File: config.mk
export PLATFORM = sky130hd
export DESIGN_NAME = uri_percent_decoder_flat
export DESIGN_NICKNAME = d
export VERILOG_FILES = /design/src/rtl/upd_pkg.sv /design/src/rtl/upd_stream_if.sv /design/src/rtl/uri_percent_decoder.sv /design/src/rtl/upd_decode.sv /design/src/flat_wrapper.sv
export SDC_FILE = /design/constraint.sdc
export NUM_CORES = 1
export LEC_CHECK = 0
export ABC_AREA = 1
export BUFFER_PORTS_ARGS = -buffer_cell sky130_fd_sc_hd__clkbuf_2
export CAP_MARGIN = 10
export CORE_MARGIN = 5
export CORE_UTILIZATION = 34
export DETAILED_ROUTE_END_ITERATION = 8
export PLACE_DENSITY = 0.58
export SETUP_SLACK_MARGIN = 0.4
export SYNTH_ARGS = -nofsm -noshare
export SYNTH_HDL_FRONTEND = slang
export SYNTH_SLANG_ARGS = --single-unit
File: constraint.sdc
create_clock -name clk_i -period 3.74 [get_ports clk_i]
set_input_delay 0.187 -clock clk_i [delete_from_list [all_inputs] [get_ports clk_i]]
set_output_delay 0.187 -clock clk_i [all_outputs]
set_load 0.05 [all_outputs]
File: src/rtl/upd_pkg.sv
`timescale 1ns / 1ps
`default_nettype none

package upd_pkg;

  localparam logic [7:0] CHAR_PERCENT = 8'h25;
  localparam logic [7:0] CHAR_PLUS    = 8'h2B;
  localparam logic [7:0] CHAR_SPACE   = 8'h20;
  localparam logic [7:0] CHAR_MINUS   = 8'h2D;

  // Depth of the result buffer; an item can produce at most this many results.
  localparam int unsigned OUT_DEPTH = 2;
  localparam int unsigned CNT_W     = $clog2(OUT_DEPTH + 1);

  typedef enum logic [1:0] {
    PHASE_IDLE = 2'd0,
    PHASE_PCT  = 2'd1,
    PHASE_HELD = 2'd2
  } upd_phase_e;

  typedef struct packed {
    logic [7:0] data;
    logic       last;
  } upd_item_t;

  typedef struct packed {
    logic [CNT_W-1:0] count;
    upd_item_t        item0;
    upd_item_t        item1;
    upd_phase_e       phase_next;
    logic [7:0]       held_next;
  } upd_decode_t;

endpackage

`default_nettype wire

File: src/rtl/upd_stream_if.sv
`timescale 1ns / 1ps
`default_nettype none

interface upd_in_if;
  logic       valid;
  logic       ready;
  logic [7:0] in_byte;
  logic       in_last;

  modport source (output valid, output in_byte, output in_last, input ready);
  modport sink   (input valid, input in_byte, input in_last, output ready);
endinterface

interface upd_out_if;
  logic       valid;
  logic       ready;
  logic [7:0] out_byte;
  logic       out_last;

  modport source (output valid, output out_byte, output out_last, input ready);
  modport sink   (input valid, input out_byte, input out_last, output ready);
endinterface

`default_nettype wire

File: src/rtl/uri_percent_decoder.sv
// Percent decoder for URI strings.
//
// The input channel carries one raw byte per transfer, with in_last set on
// the final byte of a string. The output channel carries decoded bytes with
// out_last set on the final decoded byte. A '+' becomes a space, a '%' and
// the two bytes after it collapse into one byte read as a base-16 number,
// and every other byte passes through. When a string ends one byte after a
// '%', two results come out: the '%' itself and then the final byte.
//
// An input transfer loads the input register; once all of the item's results
// fit, they are written from the input register into the result buffer, and
// the head of that buffer is offered. Throughput is one byte per cycle while
// the receiver keeps up; input is held only when the pending item's results
// do not all fit in the two-entry result buffer.
//
// When the receiver stalls, results wait in the buffer and input ready drops
// as soon as the pending item's results would not fit. Reset empties the
// input register and the result buffer and clears any pending escape.
`timescale 1ns / 1ps
`default_nettype none

module uri_percent_decoder import upd_pkg::*; (
  input  wire logic  clk_i,
  input  wire logic  rst_ni,
  upd_in_if.sink     in_ch,
  upd_out_if.source  out_ch
);

  // Input register.
  logic       s1_valid_q;
  logic [7:0] s1_byte_q;
  logic       s1_last_q;

  // Escape state, advanced whenever the registered item moves on.
  upd_phase_e phase_q;
  logic [7:0] held_q;

  // Result buffer; entry 0 is the head.
  upd_item_t        buf_q [OUT_DEPTH];
  upd_item_t        buf_d [OUT_DEPTH];
  logic [CNT_W-1:0] count_q;
  logic [CNT_W-1:0] count_d;

  upd_decode_t      dec;
  logic             pop;
  logic             s1_take;
  logic [CNT_W-1:0] kept;
  logic [CNT_W-1:0] free;

  upd_decode u_decode (
    .phase_i (phase_q),
    .held_i  (held_q),
    .byte_i  (s1_byte_q),
    .last_i  (s1_last_q),
    .res_o   (dec)
  );

  assign out_ch.valid    = (count_q != '0);
  assign out_ch.out_byte = buf_q[0].data;
  assign out_ch.out_last = buf_q[0].last;

  assign pop  = out_ch.valid && out_ch.ready;
  assign kept = count_q - CNT_W'(pop);
  assign free = CNT_W'(OUT_DEPTH) - kept;

  // The registered item leaves only when all of its results fit.
  assign s1_take     = s1_valid_q && (dec.count <= free);
  assign in_ch.ready = !s1_valid_q || s1_take;

  always_comb begin
    for (int i = 0; i < OUT_DEPTH; i++) begin
      buf_d[i] = buf_q[i];
    end
    if (pop) begin
      for (int i = 0; i < OUT_DEPTH - 1; i++) begin
        buf_d[i] = buf_q[i + 1];
      end
    end
    count_d = kept;
    if (s1_take) begin
      for (int i = 0; i < OUT_DEPTH; i++) begin
        if (CNT_W'(i) == kept && dec.count != '0) begin
          buf_d[i] = dec.item0;
        end else if (CNT_W'(i) == kept + CNT_W'(1) && dec.count == CNT_W'(2)) begin
          buf_d[i] = dec.item1;
        end
      end
      count_d = kept + dec.count;
    end
  end

  always_ff @(posedge clk_i or negedge rst_ni) begin
    if (!rst_ni) begin
      s1_valid_q <= 1'b0;
      count_q    <= '0;
      phase_q    <= PHASE_IDLE;
      held_q     <= 8'd0;
    end else begin
      count_q <= count_d;
      if (in_ch.ready) begin
        s1_valid_q <= in_ch.valid;
      end
      if (s1_take) begin
        phase_q <= dec.phase_next;
        held_q  <= dec.held_next;
      end
    end
  end

  always_ff @(posedge clk_i) begin
    if (in_ch.valid && in_ch.ready) begin
      s1_byte_q <= in_ch.in_byte;
      s1_last_q <= in_ch.in_last;
    end
    for (int i = 0; i < OUT_DEPTH; i++) begin
      buf_q[i] <= buf_d[i];
    end
  end

endmodule

`default_nettype wire

File: src/rtl/upd_decode.sv
`timescale 1ns / 1ps
`default_nettype none

module upd_decode import upd_pkg::*; (
  input  upd_phase_e  phase_i,
  input  logic [7:0]  held_i,
  input  logic [7:0]  byte_i,
  input  logic        last_i,
  output upd_decode_t res_o
);

  // Bit 4 flags a valid hex digit, bits 3:0 carry its value.
  function automatic logic [4:0] hex_digit(input logic [7:0] c);
    logic [4:0] r;
    r = 5'd0;
    if (c >= 8'h30 && c <= 8'h39) begin
      r = {1'b1, c[3:0]};
    end else if ((c >= 8'h61 && c <= 8'h66) || (c >= 8'h41 && c <= 8'h46)) begin
      r = {1'b1, 4'(c[3:0] + 4'd9)};
    end
    return r;
  endfunction

  function automatic logic [7:0] plain_map(input logic [7:0] c);
    return (c == CHAR_PLUS) ? CHAR_SPACE : c;
  endfunction

  // Two characters read as strtol base 16 would, wrapped to a byte.
  function automatic logic [7:0] read_pair(input logic [7:0] a, input logic [7:0] b);
    logic [4:0] da;
    logic [4:0] db;
    logic [7:0] v;
    logic [7:0] r;
    da = hex_digit(a);
    db = hex_digit(b);
    v  = db[4] ? {4'd0, db[3:0]} : 8'd0;
    if (da[4]) begin
      r = db[4] ? {da[3:0], db[3:0]} : {4'd0, da[3:0]};
    end else if (a == CHAR_SPACE || (a >= 8'd9 && a <= 8'd13) || a == CHAR_PLUS) begin
      r = v;
    end else if (a == CHAR_MINUS) begin
      r = 8'(8'd0 - v);
    end else begin
      r = 8'd0;
    end
    return r;
  endfunction

  always_comb begin
    res_o            = '0;
    res_o.phase_next = PHASE_IDLE;
    res_o.held_next  = 8'd0;
    unique case (phase_i)
      PHASE_PCT: begin
        if (last_i) begin
          // The string ended one byte into an escape: flush it literally.
          res_o.count = CNT_W'(2);
          res_o.item0 = '{data: CHAR_PERCENT, last: 1'b0};
          res_o.item1 = '{data: plain_map(byte_i), last: 1'b1};
        end else begin
          res_o.phase_next = PHASE_HELD;
          res_o.held_next  = byte_i;
        end
      end
      PHASE_HELD: begin
        res_o.count = CNT_W'(1);
        res_o.item0 = '{data: read_pair(held_i, byte_i), last: last_i};
      end
      default: begin
        if (byte_i == CHAR_PERCENT && !last_i) begin
          res_o.phase_next = PHASE_PCT;
        end else begin
          res_o.count = CNT_W'(1);
          res_o.item0 = '{data: plain_map(byte_i), last: last_i};
        end
      end
    endcase
  end

endmodule

`default_nettype wire

File: src/flat_wrapper.sv
// flat-port wrapper written by rule: the top's interface ports become plain ports
module uri_percent_decoder_flat import upd_pkg::*;
  (clk_i, rst_ni, in_ch_valid, in_ch_in_byte, in_ch_in_last, in_ch_ready, out_ch_valid, out_ch_out_byte, out_ch_out_last, out_ch_ready);
  upd_in_if in_ch_i ();
  upd_out_if out_ch_i ();
  input  wire logic clk_i;
  input  wire logic rst_ni;
  input wire logic [$bits(in_ch_i.valid)-1:0] in_ch_valid;
  input wire logic [$bits(in_ch_i.in_byte)-1:0] in_ch_in_byte;
  input wire logic [$bits(in_ch_i.in_last)-1:0] in_ch_in_last;
  output wire logic [$bits(in_ch_i.ready)-1:0] in_ch_ready;
  output wire logic [$bits(out_ch_i.valid)-1:0] out_ch_valid;
  output wire logic [$bits(out_ch_i.out_byte)-1:0] out_ch_out_byte;
  output wire logic [$bits(out_ch_i.out_last)-1:0] out_ch_out_last;
  input wire logic [$bits(out_ch_i.ready)-1:0] out_ch_ready;
  assign in_ch_i.valid = in_ch_valid;
  assign in_ch_i.in_byte = in_ch_in_byte;
  assign in_ch_i.in_last = in_ch_in_last;
  assign in_ch_ready = in_ch_i.ready;
  assign out_ch_valid = out_ch_i.valid;
  assign out_ch_out_byte = out_ch_i.out_byte;
  assign out_ch_out_last = out_ch_i.out_last;
  assign out_ch_i.ready = out_ch_ready;
  uri_percent_decoder u_core (.clk_i(clk_i), .rst_ni(rst_ni), .in_ch(in_ch_i), .out_ch(out_ch_i));
endmodule
==> flow_summary.json, run 1 <==
{
  "cp.buffers_inverters": 4,
  "finalCriticalPeriod_ns": 3.113,
  "cts_root_buffer": "clkbuf_8",
  "status": "finished, final reports clean",
  "antenna_found_initial": 0,
  "yosys.area.top_type": "edfxtp_1",
  "post-place-ws_ns": 0.3381,
  "yosysMostFrequentCell": "nand2_1",
  "postLayoutSetupSlackWorst_ns": 0.6273,
  "grt-ovfl-total": 0,
  "crit_arrival_ns": 3.32,
  "slew_viol_final": 0,
  "synthXorXnorAreaFrac_pct": 0.9239,
  "synthTopCellsByArea": "edfxtp_1 (19%), nand2_1 (14%), dfrtp_1 (11%), ha_1 (7.5%), dfxtp_1 (6.3%)",
  "finalHoldViolCount": 0,
  "die_y_um": 101.5,
  "power_frac_comb_pct": 61.7,
  "first_iter_violations": 131,
  "layout.nets": 432,
  "syn-instance-count": 377,
  "drt-wirelength-per-cell_um": 13.52,
  "synth_area_um2": 2844,
  "maxSlewHeadroom_pct": 72.96,
  "synth_nets": 407,
  "ys_warn_count": 0,
  "rows": 33,
  "vias": 2521,
  "syn_avg_cell_area_um2": 7.544,
  "area_delta_synth_final_pct": 13.51,
  "coreArea_um2": 8175,
  "p_leak_nw": 1.529,
  "grt_pass1_wl_um": 11540,
  "drt_first_pass_iters": 4,
  "irDropWorstVdd_mv": 0.6283,
  "cp.required_ns": 3.95,
  "cts_made_buffers": 5,
  "seqPwrFrac_pct": 26.3,
  "intPower_mw": 1.432,
  "grt_max_degree": 16,
  "drv_cap": 0,
  "crit_type": "reg2reg",
  "reg2reg_slack_ns": 0.63,
  "synth_edf_count": 18,
  "p_sw_share_pct": 50.19,
  "ios": 24,
  "fin_crit_sh_pct": 83.23,
  "die_area_um2": 10290,
  "die_w_um": 101.5,
  "synth_top_cell_area_share_pct": 19.01,
  "worst_pin_slew_ns": 0.4056,
  "critPathMaxFanout": 10,
  "synthMuxAreaShare_pct": 2.112,
  "htreeDepth": 2,
  "layout-drive-gt1-share_pct": 21.34,
  "clockBufferDepth": 2,
  "hp-class": "in2reg",
  "setup_viol": 0,
  "cts_sinks": 40,
  "slowest_delay_ns": 0.41,
  "end_kind": "flip-flop",
  "critPathTopFamily": "simple AND/OR/NAND/NOR gates",
  "synth_cell_types": 37,
  "max_freq_mhz": 321.3,
  "path_cells": "or2_4, nand2_8, inv_2, ha_4, xnor2_2, ha_1, ha_1, inv_1, nor2_1, o21ai_0, nand2_1, clkinvlp_4, buf_4, nand2_1, xor2_1",
  "synth_fa_ha_area_share_pct": 7.479,
  "cts_tree": "built",
  "drc": 0,
  "start_kind": "flip-flop",
  "power_switching_mw": 1.443,
  "num-fill-cells": 841,
  "gp_congestion": 0.9149,
  "synthSimpleGateAreaFrac_pct": 31.02,
  "synth_top_family_by_area": "simple AND/OR/NAND/NOR gates",
  "dp.cells": 496,
  "ys.flop_type": "edfxtp_1",
  "drt_wl_total_um": 6867,
  "initial_core_util_pct": 34.79,
  "hpwl_um": 5426,
  "grt.total_usage_pct": 14.05,
  "diodes": 0,
  "ant_nets": 0,
  "power.density_nw_per_um2": 890.5,
  "portBuffers": 23,
  "ys_seq_elements": 40,
  "synthTopCellsByCount": "nand2_1 (104), inv_1 (38), nand3_1 (27), nor2_1 (24), edfxtp_1 (18)",
  "vias_per_cell": 4.963,
  "grt_pass1_vias": 2411,
  "crit_path_top_delay_cell": "dfrtp_1",
  "clock_latency_ns": 0.29,
  "skew_ns": 0.008213,
  "cts.clk_slew.worst_paths_ns": 0.07,
  "synth-compound-area-share_pct": 11.97,
  "final_cells": 508,
  "setup_tns_ns": 0,
  "p_clk_share_pct": 12.0,
  "ys_async_sr_fraction_pct": 32.50,
  "rsz0062_at_grt": "false",
  "seq_area_frac_synth_pct": 36.78
}
==> power groups by stage <==
stage          registers, mW  logic (mW)  clock network (mW)
2_1_floorplan          0.764        1.36                   0
3_3_place_gp           0.771        1.68                   0
3_5_place_dp           0.769        1.70                   0
4_1_cts                0.759        1.72               0.353
5_1_grt                0.778        1.98               0.379
6_report               0.756        1.77               0.346
==> through the flow <==
step	hold slack [ns]	utilization, %	power (mW)	area [um2]
2_1_floorplan	-0.1086	-	2.125	2880
3_5_place_dp	0.1328	37.56	2.469	3070
5_1_grt	0.06618	39.49	3.135	3228
6_report	0.07072	39.49	2.875	3228
4_1_cts	0.06510	39.15	2.830	3201
3_3_place_gp	0.1233	37.56	2.446	3070
==> area by class of cell <==
cell class | count | area (um2) | area share (%)
clock buffer | 7 | 107.6 | 3.333
clock inverter | 1 | 8.758 | 0.2713
tap | 105 | 131.4 | 4.070
timing repair buffer | 29 | 162.7 | 5.039
inverter | 54 | 209.0 | 6.473
multi-input combinational | 272 | 1563 | 48.41
sequential | 40 | 1046 | 32.40
==> state kept, by name (all words and copies together) (netlist names) <==
signal and count:
u_core.s1_valid_q 1, u_core.phase_q 2, u_core.s1_last_q 1, u_core.buf_q 18, u_core.s1_byte_q 8, u_core.held_q 8
u_core.count_q 2
==> logic make-up (layout without fill, tap and decap cells) <==
group | after synthesis | in the layout
AO/OA/AOI/OAI | 57 | 57
buffers and inverters | 65 | 91
flip-flops | 40 | 40
XOR/XNOR | 3 | 3
multiplexers | 6 | 6
AND/OR/NAND/NOR | 189 | 189
adder cells (fa/ha/maj) | 17 | 17
==> worst paths after layout <==
check                             startpoint                   to  cells after the start
min reg2reg                 u_core.held_q[7]     u_core.held_q[7]                      2
max in group asynchronous             rst_ni    u_core.phase_q[0]                      2
max reg2reg                u_core.count_q[1]    u_core.count_q[1]                     15
min in group asynchronous             rst_ni    u_core.phase_q[1]                      2
min                         in_ch_in_byte[5]  u_core.s1_byte_q[5]                      1
max                        u_core.count_q[1]    u_core.count_q[1]                     15
==> metal layers <==
layer	global-route usage (%)	up-vias	wire length (um)
met4	4.294	0	126
met3	2.135	8	332
met5	0	-	0
met1	19.22	1171	3190
li1	-	1282	-
met2	22.89	60	3218
==> placed cells by master (no fill, tap or decap), types with 2 or more instances in the layout <==
| master | n |
|---|---|
| mux2i_1 | 6 |
| o21ai_1 | 10 |
| nand4_1 | 5 |
| dfxtp_1 | 9 |
| a21boi_1 | 3 |
| edfxtp_1 | 18 |
| clkbuf_2 | 23 |
| nand3_2 | 7 |
| ha_1 | 16 |
| nor3_1 | 3 |
| nor2_4 | 3 |
| buf_4 | 5 |
| o21ai_0 | 17 |
| inv_1 | 35 |
| nor2_1 | 24 |
| o21ai_2 | 2 |
| a31oi_1 | 4 |
| nand2_1 | 104 |
| nand2_4 | 3 |
| a21oi_1 | 8 |
| nand2_2 | 8 |
| clkbuf_8 | 6 |
| nand3_1 | 26 |
| o211ai_1 | 4 |
| inv_2 | 17 |
| o22ai_1 | 6 |
| dfrtp_1 | 13 |
==> timing repair <==
| item | 4_1_cts | 5_1_grt |
|---|---|---|
| endpoints found under the setup margin | 8 | 12 |
| buffers inserted | 0 | 3 |
| hold endpoints to repair | 13 | 0 |
| gates resized for setup | 1 | 1 |
| hold buffers | 1 | 0 |
Note: power is estimated with default switching activity, not from simulation.
==> run 2, diff against run 1 <==
PLACE_DENSITY = 0.6   (was 0.58)
clock period = 2.65 ns   (was 3.74 ns; I/O delays follow)
==> run 2 against run 1 <==
Effect of this change: the flow now finishes with violations (setup timing); wire length is 9.7% higher; largest cell class unchanged; largest power group unchanged; critical endpoint is now in_ch_ready; flip-flop and latch count stayed put; global-route usage is 0.82 points higher.
==> flow_summary.json, run 2 (synthesis gave the netlist of run 1 again) <==
{
  "status": "finished, violations left",
  "violations": "setup timing",
  "skew_ns": 0.01716,
  "hpwl_um": 5462,
  "largest_reg_flops": 18,
  "cts_tree": "built",
  "rsz0062_at_grt": "true",
  "grt_pass1_wl_um": 12170,
  "vias": 2754,
  "drt_wl_total_um": 7531,
  "dpl-instance-area_um2": 3229,
  "setup_tns_ns": -0.5763,
  "grt_pass1_vias": 2647,
  "maxSlewHeadroom_pct": 76.88,
  "cts_made_buffers": 5,
  "clock_latency_ns": 0.31,
  "grt_max_degree": 15,
  "crit_top_cell": "ha_4",
  "cts.clk_slew.worst_paths_ns": 0.09,
  "cts_sinks": 40,
  "crit_path_top_delay_cell": "dfrtp_1",
  "mostFrequentLayoutCell": "nand2_1",
  "drc": 0,
  "cts_root_buffer": "clkbuf_8",
  "initial_core_util_pct": 34.79,
  "p_leak_nw": 1.838,
  "worst_pin_slew_ns": 0.3432,
  "largestRegisters": "u_core.buf_q (18), u_core.held_q (8), u_core.s1_byte_q (8)",
  "crit_arrival_ns": 2.65,
  "min_from": "in_ch_in_byte[2]",
  "irDropWorstVdd_mv": 1.353,
  "grt.total_usage_pct": 14.87,
  "die_y_um": 101.5,
  "drt-wirelength-per-cell_um": 13.52,
  "dp.cells": 513,
  "layout-drive-gt1-share_pct": 41.15,
  "die_w_um": 101.5,
  "diodes": 0,
  "top_register": "u_core.buf_q",
  "start_kind": "flip-flop",
  "max_freq_mhz": 359.6,
  "critPathMaxFanout": 2,
  "drv_cap": 0,
  "clockBufferDepth": 2,
  "area_delta_synth_final_pct": 41.40,
  "critPathTopFamily": "adder cells",
  "num-fill-cells": 787,
  "crit_type": "reg2out",
  "path_cells": "or2_4, nand2_8, inv_6, ha_4, xnor2_2, ha_1, ha_4, inv_4, nor2_4, buf_6, o211ai_1, buf_4, buf_12",
  "vias_per_cell": 4.944,
  "postLayoutSetupSlackWorst_ns": -0.1307,
  "drt_first_pass_iters": 4,
  "seqCellArea_um2": 1046,
  "layout_common_cells": "nand2_1 (88), buf_4 (35), inv_1 (30), clkbuf_2 (22), nand3_1 (21)",
  "ios": 24,
  "rows": 33,
  "cp.required_ns": 2.52,
  "r2r_start": "u_core.count_q[1]",
  "slowest_delay_ns": 0.38,
  "finalHoldViolCount": 0,
  "die_area_um2": 10290,
  "slew_viol_final": 0,
  "grt-ovfl-total": 0,
  "final_cells": 557,
  "end_kind": "output pin",
  "finalCriticalPeriod_ns": 2.781,
  "portBuffers": 23,
  "cp.buffers_inverters": 5,
  "power.density_nw_per_um2": 1326,
  "fin_crit_sh_pct": 104.9,
  "layout.nets": 481,
  "finalInstanceArea_um2": 4021,
  "startpoint": "u_core.count_q[1]",
  "htreeDepth": 2,
  "coreArea_um2": 8175,
  "gp_congestion": 0.8595,
  "setup_viol": 18,
  "hp-class": "in2reg",
  "ant_nets": 0,
  "antenna_found_initial": 0,
  "first_iter_violations": 115,
  "multi_input_area_um2": 1897
}
[run 2: final timing paths]
| path | end | slack [ns] | cells after the start |
|---|---|---|---|
| min in group asynchronous | u_core.held_q[0] | 0.25 | 2 |
| hold reg to reg | u_core.phase_q[0] | 0.55 | 2 |
| setup / recovery | in_ch_ready | -0.13 | 13 |
| hold / removal | u_core.s1_byte_q[2] | 0.008 | 1 |
| max in group asynchronous | u_core.held_q[7] | 2.13 | 2 |
| setup reg to reg | u_core.buf_q[0][15] | -0.04 | 14 |
[run 2: cell type report]
type / instances / share of cell area (%)
repair inverters: 1 / 0.1867
multi-input cells: 273 / 47.17
well taps: 105 / 3.267
repair buffers: 76 / 14.97
inverters: 54 / 5.538
flip-flops and latches: 40 / 26.01
clock buffers: 5 / 1.711
clock inverters: 3 / 1.151
[run 2: repair_timing]
item | CTS | global route
hold buffers | 4 | 1
hold endpoints to repair | 16 | 1
gates cloned | 2 | 0
pin swaps | 17 | 30
gates resized for setup | 42 | 62
setup buffers | 17 | 12
endpoints found under the setup margin | 47 | 49
[run 2: routing by layer]
layer  wire length [um]  up-vias  track usage (%)
li1                   -     1387                -
met1               3397     1298            18.93
met2               3687       57            25.15
met3                265       12            2.273
met4                181        0            6.033
met5                  0        -                0
[run 2: where the power goes]
part / switching (mW) / internal (mW)
Sequential: 0.106 / 0.945
Clock: 0.250 / 0.284
Combinational: 2.14 / 1.60
[run 2: metrics by stage]
stage / util, % / setup slack (ns) / total power [mW] / hold slack (ns)
detailed placement: 39.50 / -0.1099 / 3.897 / 0.05489
CTS: 45.44 / -0.1628 / 4.921 / 0.002411
floorplan: - / -0.8375 / 3.068 / -0.1631
global route: 49.19 / -0.2455 / 5.733 / 0.004045
global placement: 39.50 / -0.07207 / 3.871 / 0.05420
finish: 49.19 / -0.1307 / 5.332 / 0.007534
==> run 3, diff against run 2 <==
RECOVER_POWER = 25   (was default)
==> run 3 against run 2 <==
Effect of this change: sequential power about the same; worst setup slack did not move; design area is essentially flat; sequential share of layout area about the same; the run still ends with setup timing left; wire length is essentially flat; non-clock buffer count stayed put; count of clock-buffer cells in the layout unchanged; critical endpoint unchanged.
==> flow_summary.json, run 3 (synthesis gave the netlist of run 1 again) <==
{
  "critPathMaxFanout": 2,
  "whs_path_depth": 1,
  "die_w_um": 101.5,
  "maxSlewHeadroom_pct": 49.66,
  "r2r_end": "u_core.buf_q[0][15]",
  "gp_congestion": 0.8595,
  "min_from": "in_ch_in_byte[2]",
  "htreeDepth": 2,
  "power_switching_mw": 2.500,
  "layout-drive-gt1-share_pct": 40.93,
  "grt.total_usage_pct": 14.87,
  "cts_sinks": 40,
  "crit_arrival_ns": 2.65,
  "status": "finished, violations left",
  "diodes": 0,
  "layout_common_cells": "nand2_1 (88), buf_4 (35), inv_1 (30), nand3_1 (21), clkbuf_2 (21)",
  "vias_per_cell": 4.944,
  "setup_viol": 18,
  "first_iter_violations": 115,
  "drt-wirelength-per-cell_um": 13.52,
  "finalInstanceArea_um2": 4020,
  "p_leak_nw": 1.835,
  "drt_wl_total_um": 7532,
  "largestRegisters": "u_core.buf_q (18), u_core.held_q (8), u_core.s1_byte_q (8)",
  "grt_max_degree": 15,
  "dp.cells": 513,
  "die_y_um": 101.5,
  "finalHoldViolCount": 0,
  "post-place-ws_ns": -0.1099,
  "fin_crit_sh_pct": 104.9,
  "portBuffers": 23,
  "finalCriticalPeriod_ns": 2.781,
  "cp.required_ns": 2.52,
  "vias": 2754,
  "grt-ovfl-total": 0,
  "p_clk_share_pct": 10.0,
  "cts_root_buffer": "clkbuf_8",
  "p_sw_share_pct": 46.90,
  "dpl-instance-area_um2": 3229,
  "start_kind": "flip-flop",
  "grt_pass1_vias": 2647,
  "postLayoutSetupSlackWorst_ns": -0.1307,
  "setup_tns_ns": -0.5763,
  "power_frac_comb_pct": 70.3,
  "path_cells": "or2_4, nand2_8, inv_6, ha_4, xnor2_2, ha_1, ha_4, inv_4, nor2_4, buf_6, o211ai_1, buf_4, buf_12",
  "clock_latency_ns": 0.31,
  "slew_viol_final": 0,
  "grt_pass1_wl_um": 12170,
  "cts_made_buffers": 5,
  "final_cells": 557,
  "worstHoldEndpoint": "u_core.s1_byte_q[2]",
  "irDropWorstVdd_mv": 1.353,
  "reg2reg_slack_ns": -0.04,
  "power.density_nw_per_um2": 1326,
  "ant_nets": 0,
  "area_delta_synth_final_pct": 41.36,
  "ios": 24,
  "ff2ff_path_depth": 14,
  "r2r_start": "u_core.count_q[1]",
  "seqPwrFrac_pct": 19.7,
  "cp.buffers_inverters": 5,
  "drt_first_pass_iters": 4,
  "antenna_found_initial": 0,
  "mostFrequentLayoutCell": "nand2_1",
  "critPathTopFamily": "adder cells",
  "clockBufferDepth": 2,
  "crit_top_cell": "ha_4",
  "drv_cap": 0,
  "crit_path_top_delay_cell": "dfrtp_1",
  "drc": 0,
  "intPower_mw": 2.831,
  "layout.nets": 481,
  "initial_core_util_pct": 34.79,
  "slowest_delay_ns": 0.38,
  "hp-class": "in2reg",
  "top_register": "u_core.buf_q",
  "hpwl_um": 5462,
  "worst_pin_slew_ns": 0.7551,
  "rsz0062_at_grt": "true",
  "cts_tree": "built",
  "rows": 33,
  "cts.clk_slew.worst_paths_ns": 0.09,
  "largest_reg_flops": 18,
  "max_freq_mhz": 359.6,
  "skew_ns": 0.01716,
  "whs_ns": 0.007534,
  "crit_type": "reg2out",
  "die_area_um2": 10290,
  "coreArea_um2": 8175,
  "violations": "setup timing",
  "end_kind": "output pin"
}
[run 3: cell counts in the layout (fill, tap and decap cells not counted)]
No cell type changed its count.
[run 3: how the worst max path moves through the flow]
| stage | start | end | slack [ns] | cells past startpoint |
|---|---|---|---|---|
| after detailed placement | u_core.count_q[1] | u_core.buf_q[0][11] | -0.11 | 13 |
| after global placement | u_core.count_q[1] | u_core.buf_q[0][10] | -0.07 | 13 |
| final | u_core.count_q[1] | in_ch_ready | -0.13 | 13 |
| after floorplan | u_core.count_q[1] | u_core.s1_byte_q[0] | -0.84 | 12 |
| after CTS | u_core.count_q[0] | in_ch_ready | -0.16 | 13 |
| after global routing | u_core.count_q[1] | in_ch_ready | -0.25 | 13 |
[run 3: repair_timing]
item | CTS | global route
setup buffers | 17 | 12
gates cloned | 2 | 0
setup endpoints to repair | 47 | 49
endpoints found under the hold margin | 16 | 1
hold buffers | 4 | 1
pin swaps | 17 | 30
gates resized for setup | 42 | 62
[run 3: stage by stage]
stage | power, mW | utilization [%]
5_1_grt | 5.733 | 49.17
2_1_floorplan | 3.068 | -
6_report | 5.331 | 49.17
3_5_place_dp | 3.897 | 39.50
3_3_place_gp | 3.871 | 39.50
4_1_cts | 4.921 | 45.44
[run 3: final cells by class]
type	count	area [um2]
fill	786	4155
multi-input combinational	273	1897
sequential	40	1046
timing repair buffer	76	600.6
inverter	54	222.7
tap	105	131.4
clock buffer	5	68.82
clock inverter	3	46.29
timing repair inverter	1	7.507
[run 3: power groups by stage]
stage | Clock, mW | Combinational (mW) | Sequential (mW)
after floorplan | 0 | 1.99 | 1.08
after global placement | 0 | 2.80 | 1.07
after detailed placement | 0 | 2.82 | 1.08
after CTS | 0.543 | 3.32 | 1.06
after global routing | 0.572 | 4.09 | 1.08
final | 0.534 | 3.75 | 1.05
[run 3: routing by layer]
layer  wire length [um]  track usage, %  up-vias  share of wire [%]
met3                265           2.273       12                3.5
met5                  0               0        -                  0
met2               3687           25.15       57                 49
met4                181           6.033        0                2.4
met1               3398           18.93     1298                 45
li1                   -               -     1387                  -
